## src/hdl/msbb_pkg.sv

```systemverilog
// ----------------------------------------------------------------------------
// msbb_pkg: shared types and constants of the bang-bang speed controller
// Commands, relay sequence phases, register indexes, reset values and the
// structs passed between the configuration, core and top-level modules.
// ----------------------------------------------------------------------------
package msbb_pkg;

  // widths
  localparam int unsigned PeriodW = 16;
  localparam int unsigned CountW  = 8;
  localparam int unsigned CfgIdxW = 3;
  localparam int unsigned CfgDatW = 16;

  // event codes carried by an input item
  typedef enum logic [1:0] {
    CMD_CAPTURE   = 2'd0,
    CMD_B_EDGE    = 2'd1,
    CMD_SLOW_TICK = 2'd2,
    CMD_CTRL_TICK = 2'd3
  } cmd_e;

  // relay change sequence phase
  typedef enum logic [1:0] {
    PH_IDLE = 2'd0,
    PH_PRE  = 2'd1,
    PH_POST = 2'd2
  } phase_e;

  // register indexes of the configuration port
  typedef enum logic [CfgIdxW-1:0] {
    CFG_TARGET_PERIOD = 3'd0,
    CFG_MIN_PERIOD    = 3'd1,
    CFG_WANTED_DIR    = 3'd2,
    CFG_STALL_LIMIT   = 3'd3,
    CFG_RELAY_DELAY   = 3'd4
  } cfg_idx_e;

  // reset values
  localparam logic [PeriodW-1:0] StoppedPeriod   = 16'hFFFF;
  localparam logic [PeriodW-1:0] RstMinPeriod    = 16'd21000;
  localparam logic [PeriodW-1:0] RstTargetPeriod = 16'd0;
  localparam logic [CountW-1:0]  RstStallLimit   = 8'd38;
  localparam logic [CountW-1:0]  RstRelayDelay   = 8'd5;

  // relay patterns, bit 1 relay_one, bit 0 relay_two
  localparam logic [1:0] RelaysCcw = 2'b10;
  localparam logic [1:0] RelaysCw  = 2'b01;

  // configuration register set
  typedef struct packed {
    logic [PeriodW-1:0] target_speed_period;
    logic [PeriodW-1:0] min_allowed_period;
    logic               wanted_direction;
    logic [CountW-1:0]  stall_tick_limit;
    logic [CountW-1:0]  relay_delay_ticks;
  } cfg_t;

  // one result item
  typedef struct packed {
    logic               drive_on;
    logic               relay_one;
    logic               relay_two;
    logic [PeriodW-1:0] measured_period;
    logic               measured_direction;
    logic               switching;
  } result_t;

endpackage

```

## src/hdl/msbb_if.sv

```systemverilog
// ----------------------------------------------------------------------------
// msbb_in_if / msbb_out_if: item channels of the speed controller
// Valid/ready channels; an item moves when valid and ready are both high.
// ----------------------------------------------------------------------------

// event channel
interface msbb_in_if;
  logic                            valid;
  logic                            ready;
  logic [1:0]                      command;
  logic [msbb_pkg::PeriodW-1:0]    capture_time;

  modport source (output valid, output command, output capture_time, input ready);
  modport sink   (input valid, input command, input capture_time, output ready);
endinterface

// result channel
interface msbb_out_if;
  logic                            valid;
  logic                            ready;
  logic                            drive_on;
  logic                            relay_one;
  logic                            relay_two;
  logic [msbb_pkg::PeriodW-1:0]    measured_period;
  logic                            measured_direction;
  logic                            switching;

  modport source (output valid, output drive_on, output relay_one, output relay_two,
                  output measured_period, output measured_direction, output switching,
                  input ready);
  modport sink   (input valid, input drive_on, input relay_one, input relay_two,
                  input measured_period, input measured_direction, input switching,
                  output ready);
endinterface

```

## src/hdl/motor_speed_bang_bang_controller_unit.sv

```systemverilog
// ----------------------------------------------------------------------------
// motor_speed_bang_bang_controller_unit: bang-bang motor speed controller
// Encoder period capture, stall detection, direction relay sequencing and
// on/off drive law, one event item per clock while out_o takes results.
// ----------------------------------------------------------------------------
// Usage:
//   in_i carries event items (command, capture_time); out_o returns one
//   result item per event, showing the controller state after that event.
//   The cfg write port sets the five control registers; write them only
//   while no item is in flight.
// Flow: an item accepted into the input register is applied to the state
//   when the result register is free; its result is then held in the result
//   register and is valid on out_o from then on.
// Throughput: one item per cycle while out_o takes results; the state update
//   is a single pass of subtract/compare logic between the input and result registers.
// Stall: when out_o is not taken, the result register holds, the input
//   register keeps at most one more item, and in_i.ready then drops.
// Reset: asynchronous, active low; control registers take their defaults,
//   the period reads as stopped (65535), relays open, drive off.
// ----------------------------------------------------------------------------
module motor_speed_bang_bang_controller_unit (
  input  logic                            clk_i,
  input  logic                            rst_ni,
  input  logic                            cfg_we_i,
  input  logic [msbb_pkg::CfgIdxW-1:0]    cfg_idx_i,
  input  logic [msbb_pkg::CfgDatW-1:0]    cfg_data_i,
  msbb_in_if.sink                         in_i,
  msbb_out_if.source                      out_o
);

  msbb_pkg::cfg_t               cfg;
  msbb_pkg::result_t            result;

  logic                         in_valid_q, in_valid_d;
  logic [1:0]                   in_cmd_q;
  logic [msbb_pkg::PeriodW-1:0] in_cap_q;
  logic                         out_valid_q, out_valid_d;
  msbb_pkg::result_t            out_res_q;
  logic                         advance;
  logic                         fire;
  logic                         in_take;

  // configuration registers
  msbb_cfg u_cfg (
    .clk_i      (clk_i),
    .rst_ni     (rst_ni),
    .cfg_we_i   (cfg_we_i),
    .cfg_idx_i  (cfg_idx_i),
    .cfg_data_i (cfg_data_i),
    .cfg_o      (cfg)
  );

  // handshake: result register frees, input register moves on
  assign advance     = !out_valid_q || out_o.ready;
  assign fire        = in_valid_q && advance;
  assign in_i.ready  = !in_valid_q || advance;
  assign in_take     = in_i.valid && in_i.ready;
  assign in_valid_d  = in_take || (in_valid_q && !advance);
  assign out_valid_d = fire || (out_valid_q && !out_o.ready);

  // state update
  msbb_core u_core (
    .clk_i     (clk_i),
    .rst_ni    (rst_ni),
    .fire_i    (fire),
    .command_i (in_cmd_q),
    .capture_i (in_cap_q),
    .cfg_i     (cfg),
    .result_o  (result)
  );

  // valid flags
  always_ff @(posedge clk_i or negedge rst_ni) begin
    if (!rst_ni) begin
      in_valid_q  <= 1'b0;
      out_valid_q <= 1'b0;
    end else begin
      in_valid_q  <= in_valid_d;
      out_valid_q <= out_valid_d;
    end
  end

  // input item register
  always_ff @(posedge clk_i) begin
    if (in_take) begin
      in_cmd_q <= in_i.command;
      in_cap_q <= in_i.capture_time;
    end
  end

  // result item register
  always_ff @(posedge clk_i) begin
    if (fire) begin
      out_res_q <= result;
    end
  end

  // result channel
  assign out_o.valid              = out_valid_q;
  assign out_o.drive_on           = out_res_q.drive_on;
  assign out_o.relay_one          = out_res_q.relay_one;
  assign out_o.relay_two          = out_res_q.relay_two;
  assign out_o.measured_period    = out_res_q.measured_period;
  assign out_o.measured_direction = out_res_q.measured_direction;
  assign out_o.switching          = out_res_q.switching;

  // a stalled result is not overwritten
  assert property (@(posedge clk_i) disable iff (!rst_ni)
    (out_valid_q && !out_o.ready) |=> (out_valid_q && $stable(out_res_q)))
    else $error("stalled result lost");

  // a held input item is not overwritten by a new one
  assert property (@(posedge clk_i) disable iff (!rst_ni)
    (in_valid_q && !advance) |-> !in_i.ready)
    else $error("input register overrun");

  // every applied item leaves a result behind
  assert property (@(posedge clk_i) disable iff (!rst_ni)
    fire |=> out_valid_q)
    else $error("result missing after update");

endmodule

```

## src/hdl/msbb_cfg.sv

```systemverilog
// ----------------------------------------------------------------------------
// msbb_cfg: configuration register file
// Decodes the write port into the five control registers; unknown indexes
// are dropped and data is truncated to each register's width.
// ----------------------------------------------------------------------------
module msbb_cfg (
  input  logic                            clk_i,
  input  logic                            rst_ni,
  input  logic                            cfg_we_i,
  input  logic [msbb_pkg::CfgIdxW-1:0]    cfg_idx_i,
  input  logic [msbb_pkg::CfgDatW-1:0]    cfg_data_i,
  output msbb_pkg::cfg_t                  cfg_o
);

  msbb_pkg::cfg_t cfg_q, cfg_d;

  // register decode
  always_comb begin
    cfg_d = cfg_q;
    if (cfg_we_i) begin
      unique case (msbb_pkg::cfg_idx_e'(cfg_idx_i))
        msbb_pkg::CFG_TARGET_PERIOD: cfg_d.target_speed_period = cfg_data_i;
        msbb_pkg::CFG_MIN_PERIOD:    cfg_d.min_allowed_period  = cfg_data_i;
        msbb_pkg::CFG_WANTED_DIR:    cfg_d.wanted_direction    = cfg_data_i[0];
        msbb_pkg::CFG_STALL_LIMIT:   cfg_d.stall_tick_limit    = cfg_data_i[7:0];
        msbb_pkg::CFG_RELAY_DELAY:   cfg_d.relay_delay_ticks   = cfg_data_i[7:0];
        default:                     cfg_d = cfg_q;
      endcase
    end
  end

  // register storage
  always_ff @(posedge clk_i or negedge rst_ni) begin
    if (!rst_ni) begin
      cfg_q.target_speed_period <= msbb_pkg::RstTargetPeriod;
      cfg_q.min_allowed_period  <= msbb_pkg::RstMinPeriod;
      cfg_q.wanted_direction    <= 1'b0;
      cfg_q.stall_tick_limit    <= msbb_pkg::RstStallLimit;
      cfg_q.relay_delay_ticks   <= msbb_pkg::RstRelayDelay;
    end else begin
      cfg_q <= cfg_d;
    end
  end

  assign cfg_o = cfg_q;

endmodule

```

## src/hdl/msbb_core.sv

```systemverilog
// ----------------------------------------------------------------------------
// msbb_core: controller state and per-event update
// Holds the encoder, stall and relay sequence state and applies one event
// per cycle when fire_i is high; the result is the state as it stands after the event.
// ----------------------------------------------------------------------------
module msbb_core (
  input  logic                            clk_i,
  input  logic                            rst_ni,
  input  logic                            fire_i,
  input  logic [1:0]                      command_i,
  input  logic [msbb_pkg::PeriodW-1:0]    capture_i,
  input  msbb_pkg::cfg_t                  cfg_i,
  output msbb_pkg::result_t               result_o
);

  logic [msbb_pkg::PeriodW-1:0] last_q, last_d;
  logic [msbb_pkg::PeriodW-1:0] period_q, period_d;
  logic [msbb_pkg::CountW-1:0]  stall_q, stall_d;
  logic                         b_q, b_d;
  logic                         dir_q, dir_d;
  logic [1:0]                   relay_q, relay_d;
  logic                         drive_q, drive_d;
  msbb_pkg::phase_e             phase_q, phase_d;
  logic [msbb_pkg::CountW-1:0]  delay_q, delay_d;

  logic                         ctrl_tick;
  logic [1:0]                   want_relays;
  logic [msbb_pkg::PeriodW-1:0] limit;
  logic [msbb_pkg::CountW-1:0]  stall_inc;
  logic                         delay_done;

  // shared decode terms
  assign ctrl_tick   = fire_i && (msbb_pkg::cmd_e'(command_i) == msbb_pkg::CMD_CTRL_TICK);
  assign want_relays = cfg_i.wanted_direction ? msbb_pkg::RelaysCcw : msbb_pkg::RelaysCw;
  assign limit       = (cfg_i.target_speed_period < cfg_i.min_allowed_period) ?
                       cfg_i.min_allowed_period : cfg_i.target_speed_period;
  assign stall_inc   = stall_q + 8'd1;
  assign delay_done  = (delay_q == '0);

  // relay sequence next state
  always_comb begin
    phase_d = phase_q;
    if (ctrl_tick) begin
      unique case (phase_q)
        msbb_pkg::PH_IDLE: if (relay_q != want_relays) phase_d = msbb_pkg::PH_PRE;
        msbb_pkg::PH_PRE:  if (delay_done) phase_d = msbb_pkg::PH_POST;
        msbb_pkg::PH_POST: if (delay_done) phase_d = msbb_pkg::PH_IDLE;
        default:           phase_d = msbb_pkg::PH_IDLE;
      endcase
    end
  end

  // datapath update per event
  always_comb begin
    last_d   = last_q;
    period_d = period_q;
    stall_d  = stall_q;
    b_d      = b_q;
    dir_d    = dir_q;
    relay_d  = relay_q;
    drive_d  = drive_q;
    delay_d  = delay_q;
    if (fire_i) begin
      case (msbb_pkg::cmd_e'(command_i))
        msbb_pkg::CMD_CAPTURE: begin
          period_d = capture_i - last_q;
          last_d   = capture_i;
          stall_d  = '0;
          dir_d    = b_q;
        end
        msbb_pkg::CMD_B_EDGE: begin
          b_d = ~b_q;
        end
        msbb_pkg::CMD_SLOW_TICK: begin
          stall_d = stall_inc;
          if (stall_inc >= cfg_i.stall_tick_limit) begin
            period_d = msbb_pkg::StoppedPeriod;
            stall_d  = '0;
          end
        end
        default: begin
          if (phase_q == msbb_pkg::PH_IDLE) begin
            if (relay_q != want_relays) begin
              drive_d = 1'b0;
              delay_d = cfg_i.relay_delay_ticks;
            end else begin
              drive_d = (period_q >= limit);
            end
          end else begin
            drive_d = 1'b0;
            if (!delay_done) begin
              delay_d = delay_q - 8'd1;
            end else if (phase_q == msbb_pkg::PH_PRE) begin
              relay_d = want_relays;
              delay_d = cfg_i.relay_delay_ticks;
            end
          end
        end
      endcase
    end
  end

  // result view of the updated state
  always_comb begin
    result_o.drive_on           = drive_d;
    result_o.relay_one          = relay_d[1];
    result_o.relay_two          = relay_d[0];
    result_o.measured_period    = period_d;
    result_o.measured_direction = dir_d;
    result_o.switching          = (phase_d != msbb_pkg::PH_IDLE);
  end

  // state registers
  always_ff @(posedge clk_i or negedge rst_ni) begin
    if (!rst_ni) begin
      last_q   <= '0;
      period_q <= msbb_pkg::StoppedPeriod;
      stall_q  <= '0;
      b_q      <= 1'b0;
      dir_q    <= 1'b0;
      relay_q  <= 2'b00;
      drive_q  <= 1'b0;
      phase_q  <= msbb_pkg::PH_IDLE;
      delay_q  <= '0;
    end else begin
      last_q   <= last_d;
      period_q <= period_d;
      stall_q  <= stall_d;
      b_q      <= b_d;
      dir_q    <= dir_d;
      relay_q  <= relay_d;
      drive_q  <= drive_d;
      phase_q  <= phase_d;
      delay_q  <= delay_d;
    end
  end

  // drive stays off for the whole relay sequence
  assert property (@(posedge clk_i) disable iff (!rst_ni)
    (phase_q != msbb_pkg::PH_IDLE) |-> !drive_q)
    else $error("drive on during relay change");

  // both relays are never closed together
  assert property (@(posedge clk_i) disable iff (!rst_ni)
    relay_q != 2'b11)
    else $error("both relays closed");

  // a capture restarts the stall count
  assert property (@(posedge clk_i) disable iff (!rst_ni)
    (fire_i && (msbb_pkg::cmd_e'(command_i) == msbb_pkg::CMD_CAPTURE)) |=> (stall_q == '0))
    else $error("stall count not cleared by capture");

  // relays only change at the end of the first delay
  assert property (@(posedge clk_i) disable iff (!rst_ni)
    (relay_q != $past(relay_q)) |-> (phase_q == msbb_pkg::PH_POST))
    else $error("relay change outside sequence");

endmodule
```

## src/flat_wrapper.sv

```systemverilog
// flat-port wrapper written by rule: the top's interface ports become plain ports
module motor_speed_bang_bang_controller_unit_flat 
  (clk_i, rst_ni, cfg_we_i, cfg_idx_i, cfg_data_i, in_i_valid, in_i_command, in_i_capture_time, in_i_ready, out_o_valid, out_o_drive_on, out_o_relay_one, out_o_relay_two, out_o_measured_period, out_o_measured_direction, out_o_switching, out_o_ready);
  msbb_in_if in_i_i ();
  msbb_out_if out_o_i ();
  input  logic clk_i;
  input  logic rst_ni;
  input  logic cfg_we_i;
  input  logic [msbb_pkg::CfgIdxW-1:0] cfg_idx_i;
  input  logic [msbb_pkg::CfgDatW-1:0] cfg_data_i;
  input wire logic [$bits(in_i_i.valid)-1:0] in_i_valid;
  input wire logic [$bits(in_i_i.command)-1:0] in_i_command;
  input wire logic [$bits(in_i_i.capture_time)-1:0] in_i_capture_time;
  output wire logic [$bits(in_i_i.ready)-1:0] in_i_ready;
  output wire logic [$bits(out_o_i.valid)-1:0] out_o_valid;
  output wire logic [$bits(out_o_i.drive_on)-1:0] out_o_drive_on;
  output wire logic [$bits(out_o_i.relay_one)-1:0] out_o_relay_one;
  output wire logic [$bits(out_o_i.relay_two)-1:0] out_o_relay_two;
  output wire logic [$bits(out_o_i.measured_period)-1:0] out_o_measured_period;
  output wire logic [$bits(out_o_i.measured_direction)-1:0] out_o_measured_direction;
  output wire logic [$bits(out_o_i.switching)-1:0] out_o_switching;
  input wire logic [$bits(out_o_i.ready)-1:0] out_o_ready;
  assign in_i_i.valid = in_i_valid;
  assign in_i_i.command = in_i_command;
  assign in_i_i.capture_time = in_i_capture_time;
  assign in_i_ready = in_i_i.ready;
  assign out_o_valid = out_o_i.valid;
  assign out_o_drive_on = out_o_i.drive_on;
  assign out_o_relay_one = out_o_i.relay_one;
  assign out_o_relay_two = out_o_i.relay_two;
  assign out_o_measured_period = out_o_i.measured_period;
  assign out_o_measured_direction = out_o_i.measured_direction;
  assign out_o_switching = out_o_i.switching;
  assign out_o_i.ready = out_o_ready;
  motor_speed_bang_bang_controller_unit u_core (.clk_i(clk_i), .rst_ni(rst_ni), .cfg_we_i(cfg_we_i), .cfg_idx_i(cfg_idx_i), .cfg_data_i(cfg_data_i), .in_i(in_i_i), .out_o(out_o_i));
endmodule
```

## config.mk

```make
export PLATFORM = sky130hd
export DESIGN_NAME = motor_speed_bang_bang_controller_unit_flat
export DESIGN_NICKNAME = d
export VERILOG_FILES = /design/src/hdl/msbb_pkg.sv /design/src/hdl/msbb_if.sv /design/src/hdl/motor_speed_bang_bang_controller_unit.sv /design/src/hdl/msbb_cfg.sv /design/src/hdl/msbb_core.sv /design/src/flat_wrapper.sv
export SDC_FILE = /design/constraint.sdc
export NUM_CORES = 1
export LEC_CHECK = 0
export ABC_CLOCK_PERIOD_IN_PS = 4500
export BUFFER_PORTS_ARGS = -buffer_cell sky130_fd_sc_hd__buf_2
export CAP_MARGIN = 20
export CORE_UTILIZATION = 60
export CTS_CLUSTER_DIAMETER = 30
export DETAILED_ROUTE_END_ITERATION = 8
export GPL_TIMING_DRIVEN = 0
export PLACE_DENSITY = 0.76
export SLEW_MARGIN = 30
export SYNTH_ARGS = -nofsm -noshare
export SYNTH_HDL_FRONTEND = slang
export SYNTH_HIERARCHICAL = 1
export SYNTH_SLANG_ARGS = --single-unit
```

## constraint.sdc

```tcl
create_clock -name clk_i -period 4.5 [get_ports clk_i]
set_input_delay 0.45 -clock clk_i [delete_from_list [all_inputs] [get_ports clk_i]]
set_output_delay 0.45 -clock clk_i [all_outputs]
set_load 0.05 [all_outputs]
```

==> impl_metrics.tcl <==
set metrics [dict create \
    status "complete, no violations" \
    final_cell_mix "dfrtp_1, buf_2, ha_1" \
    place_inst 882 \
    grt_overflow 0 \
    period_share 0.890 \
    placementRows 40 \
    cp_max_fo 10 \
    antenna_cells 0 \
    yosysWarnings 6 \
    syn2layout_area_growth_pct 15.9 \
    cts_buffers 17 \
    power_leakage_nw 3.83 \
    async_reset_ff_frac 0.731 \
    viasPerCell 5.76 \
    syn_area_per_cell_um2 11.5 \
    dp_hpwl_um 11200 \
    grt.met2_usage 0.450 \
    cts.sink_count 145 \
    hold_class "in2reg" \
    final_common_cell "dfrtp_1" \
    clk_latency_ns 0.42 \
    routed_wl_um 15700 \
    worst_slew_pin_slew_ns 0.701 \
    vias 5266 \
    synth_enable_flop_cells 39 \
    core_area_um2 12100 \
    antenna_found_initial 0 \
    grt_max_degree 73 \
    fin_nets 833 \
    fin_skew_ns 0.00419 \
    synth_area_um2 7490 \
    drive_gt1_frac 0.262 \
    ant_nets 0 \
    drc_errors 0 \
    drt_first_iter_violations 393 \
    finalSetupViolations 0 \
    htreeDepth 4 \
    grt_pass1_wl_um 25900 \
    fin_ws_ns 0.496 \
    synth_nets 748 \
    num-fill-cells 897 \
    clockBufferDepth 2 \
    firstDrtPassIters 5 \
    cp-start-kind "flop" \
    die_area_um2 12900 \
    grt_use_met3 0.0627 \
    fin_hold_ws_ns 0.205 \
    ir_drop_v 0.000346 \
    cts.clk_slew.worst_paths_ns 0.06 \
    worst-setup-path-type "reg2reg" \
    fp.dieH_um 114 \
    max_freq_ghz 0.250 \
    p_total_w 0.00512 \
    cts_root_buf "clkbuf_16" \
    max_slew_margin 0.531 \
    cts_resized 0 \
    netlist_instances 649 \
    hold_viol 0 \
    grt.total_usage 0.262 \
    worst_ep_required_time_ns 4.68 \
    stdcell_count 915 \
    gr-usage-met1 0.332 \
    grt_pass1_vias 5348 \
    final.setup.tns_ns 0 \
    fin_crit_ns 4.00 \
    initial_core_util 0.619 \
    busiest_layer "met2" \
    drt-wirelength-per-cell_um 17.2 \
    cts_tree "yes" \
    synth_ff_type "dfrtp_1" \
    drv_slew 0 \
    die_width_um 114 \
    synth.distinct_cells 66 \
    dpl_worst_slack_ns 0.539 \
    io_buffers 64 \
    p_per_area_nw_per_um2 589 \
    yosysSeqAreaShare 0.515 \
    rsz0062_at_grt "false" \
    num_io_pins 65 \
    gp_congestion 0.852 \
    end_kind "flop" \
    arrival_ns 4.18 \
    cap_violations 0 \
    ys_seq_elements 145 \
]
## through the flow
stage / util / instance area [µm²]
after floorplan: - / 7490
after global placement: 0.662 / 8020
after detailed placement: 0.665 / 8060
after CTS: 0.717 / 8690
after global routing: 0.717 / 8690
final: 0.717 / 8690
## area by class of cell
| class | instances | area (µm²) | share of cell area |
|---|---|---|---|
| clock buffers | 18 | 429 | 0.0494 |
| repair buffers | 66 | 364 | 0.0419 |
| inverters | 44 | 165 | 0.0190 |
| well taps | 168 | 210 | 0.0242 |
| clock inverters | 14 | 190 | 0.0219 |
| multi-input cells | 441 | 3330 | 0.384 |
| plain buffers | 19 | 139 | 0.0160 |
| flip-flops and latches | 145 | 3850 | 0.444 |
## flip-flops by register name (all words and copies together), names as in the netlist, 2 cells and up
signal and flops:
u_core/u_core/stall_q 8, u_core/u_core/delay_q 8, u_core/out_o.measured_period 16, u_core/in_cmd_q 2, u_core/u_core/relay_q 2, u_core/u_core/period_q 16, u_core/u_cfg/cfg_o 49, u_core/u_core/last_q 16
u_core/in_cap_q 16, u_core/u_core/phase_q 2
## path summary, 6_finish.rpt
path | start | end | slack (ns) | depth (start not counted)
worst max-delay path | u_core/u_cfg/cfg_o[26]$_DFFE_PN1P_ | u_core/out_o.drive_on$_DFFE_PP_ | 0.50 | 17
worst min-delay path | in_i_capture_time[10] | u_core/in_cap_q[10]$_DFFE_PP_ | 0.21 | 1
worst max register to register | u_core/u_cfg/cfg_o[26]$_DFFE_PN1P_ | u_core/out_o.drive_on$_DFFE_PP_ | 0.50 | 17
worst min register to register | u_core/u_core/b_q$_DFFE_PN0P_ | u_core/u_core/b_q$_DFFE_PN0P_ | 0.46 | 1
max in group asynchronous | rst_ni | u_core/u_cfg/cfg_o[9]$_DFFE_PN1P_ | 3.30 | 3
min in group asynchronous | rst_ni | u_core/u_core/stall_q[3]$_DFFE_PN0P_ | 0.49 | 2
## synth_stat cells, types with 8 or more instances
library cell   n  area [µm²]
a21o_1         8        60.1
dfrtp_1       81        2030
nor2_1        37         139
a21oi_1       38         190
xor2_1        11        96.3
nand2_1       49         184
o21ai_0       47         235
and3_1         8        50.1
nand2b_1      11        68.8
edfxtp_1      39        1170
nor3_1         9        45.0
inv_1         44         165
dfstp_2       25         657
mux2i_1       17         170
clkbuf_1       8        30.0
o21ai_1        9        45.0
mux2_2        53         597
ha_1          56         701
## logic make-up (layout without fill, tap and decap cells)
family | count (synthesis) | after routing | synth area share
multiplexers | 70 | 70 | 0.102
AND/OR/NAND/NOR | 155 | 155 | 0.110
buffers and inverters | 63 | 161 | 0.0406
flip-flops | 145 | 145 | 0.515
adder cells (fa/ha/maj) | 57 | 57 | 0.0962
XOR/XNOR | 18 | 18 | 0.0210
AO/OA/AOI/OAI | 141 | 141 | 0.115
## critical path, cell delays in order (launching register included)
cell       delay, ns
dfstp_2         0.54
inv_1           0.05
ha_1            0.28
and3_1          0.18
a2111oi_0       0.35
o21ai_0         0.16
a41o_1          0.23
buf_6           0.15
buf_12          0.15
mux2i_1         0.22
ha_1            0.28
nand2_1         0.08
nor2_1          0.05
a2111oi_0       0.41
o21ai_0         0.16
o211ai_1        0.13
a31oi_1         0.17
buf_4           0.16
## routing by layer
layer | wire, µm | part of all wire | up-vias
li1 | - | - | 2506
met1 | 6900 | 0.44 | 2620
met2 | 8000 | 0.51 | 120
met3 | 585 | 0.037 | 20
met4 | 216 | 0.014 | 0
met5 | 0 | 0 | -
## repair_timing
| action | in CTS | in global routing |
|---|---|---|
| hold buffers | 1 | 0 |
| buffers inserted | 0 | 0 |
| hold endpoints to repair | 30 | 0 |
## power breakdown
group / internal, W / switching (W) / total [W]
logic: 0.000701 / 0.000955 / 0.00166
registers: 0.00177 / 0.000231 / 0.00200
clock network: 0.000924 / 0.000537 / 0.00146
Power figures use the tool's default switching activity.
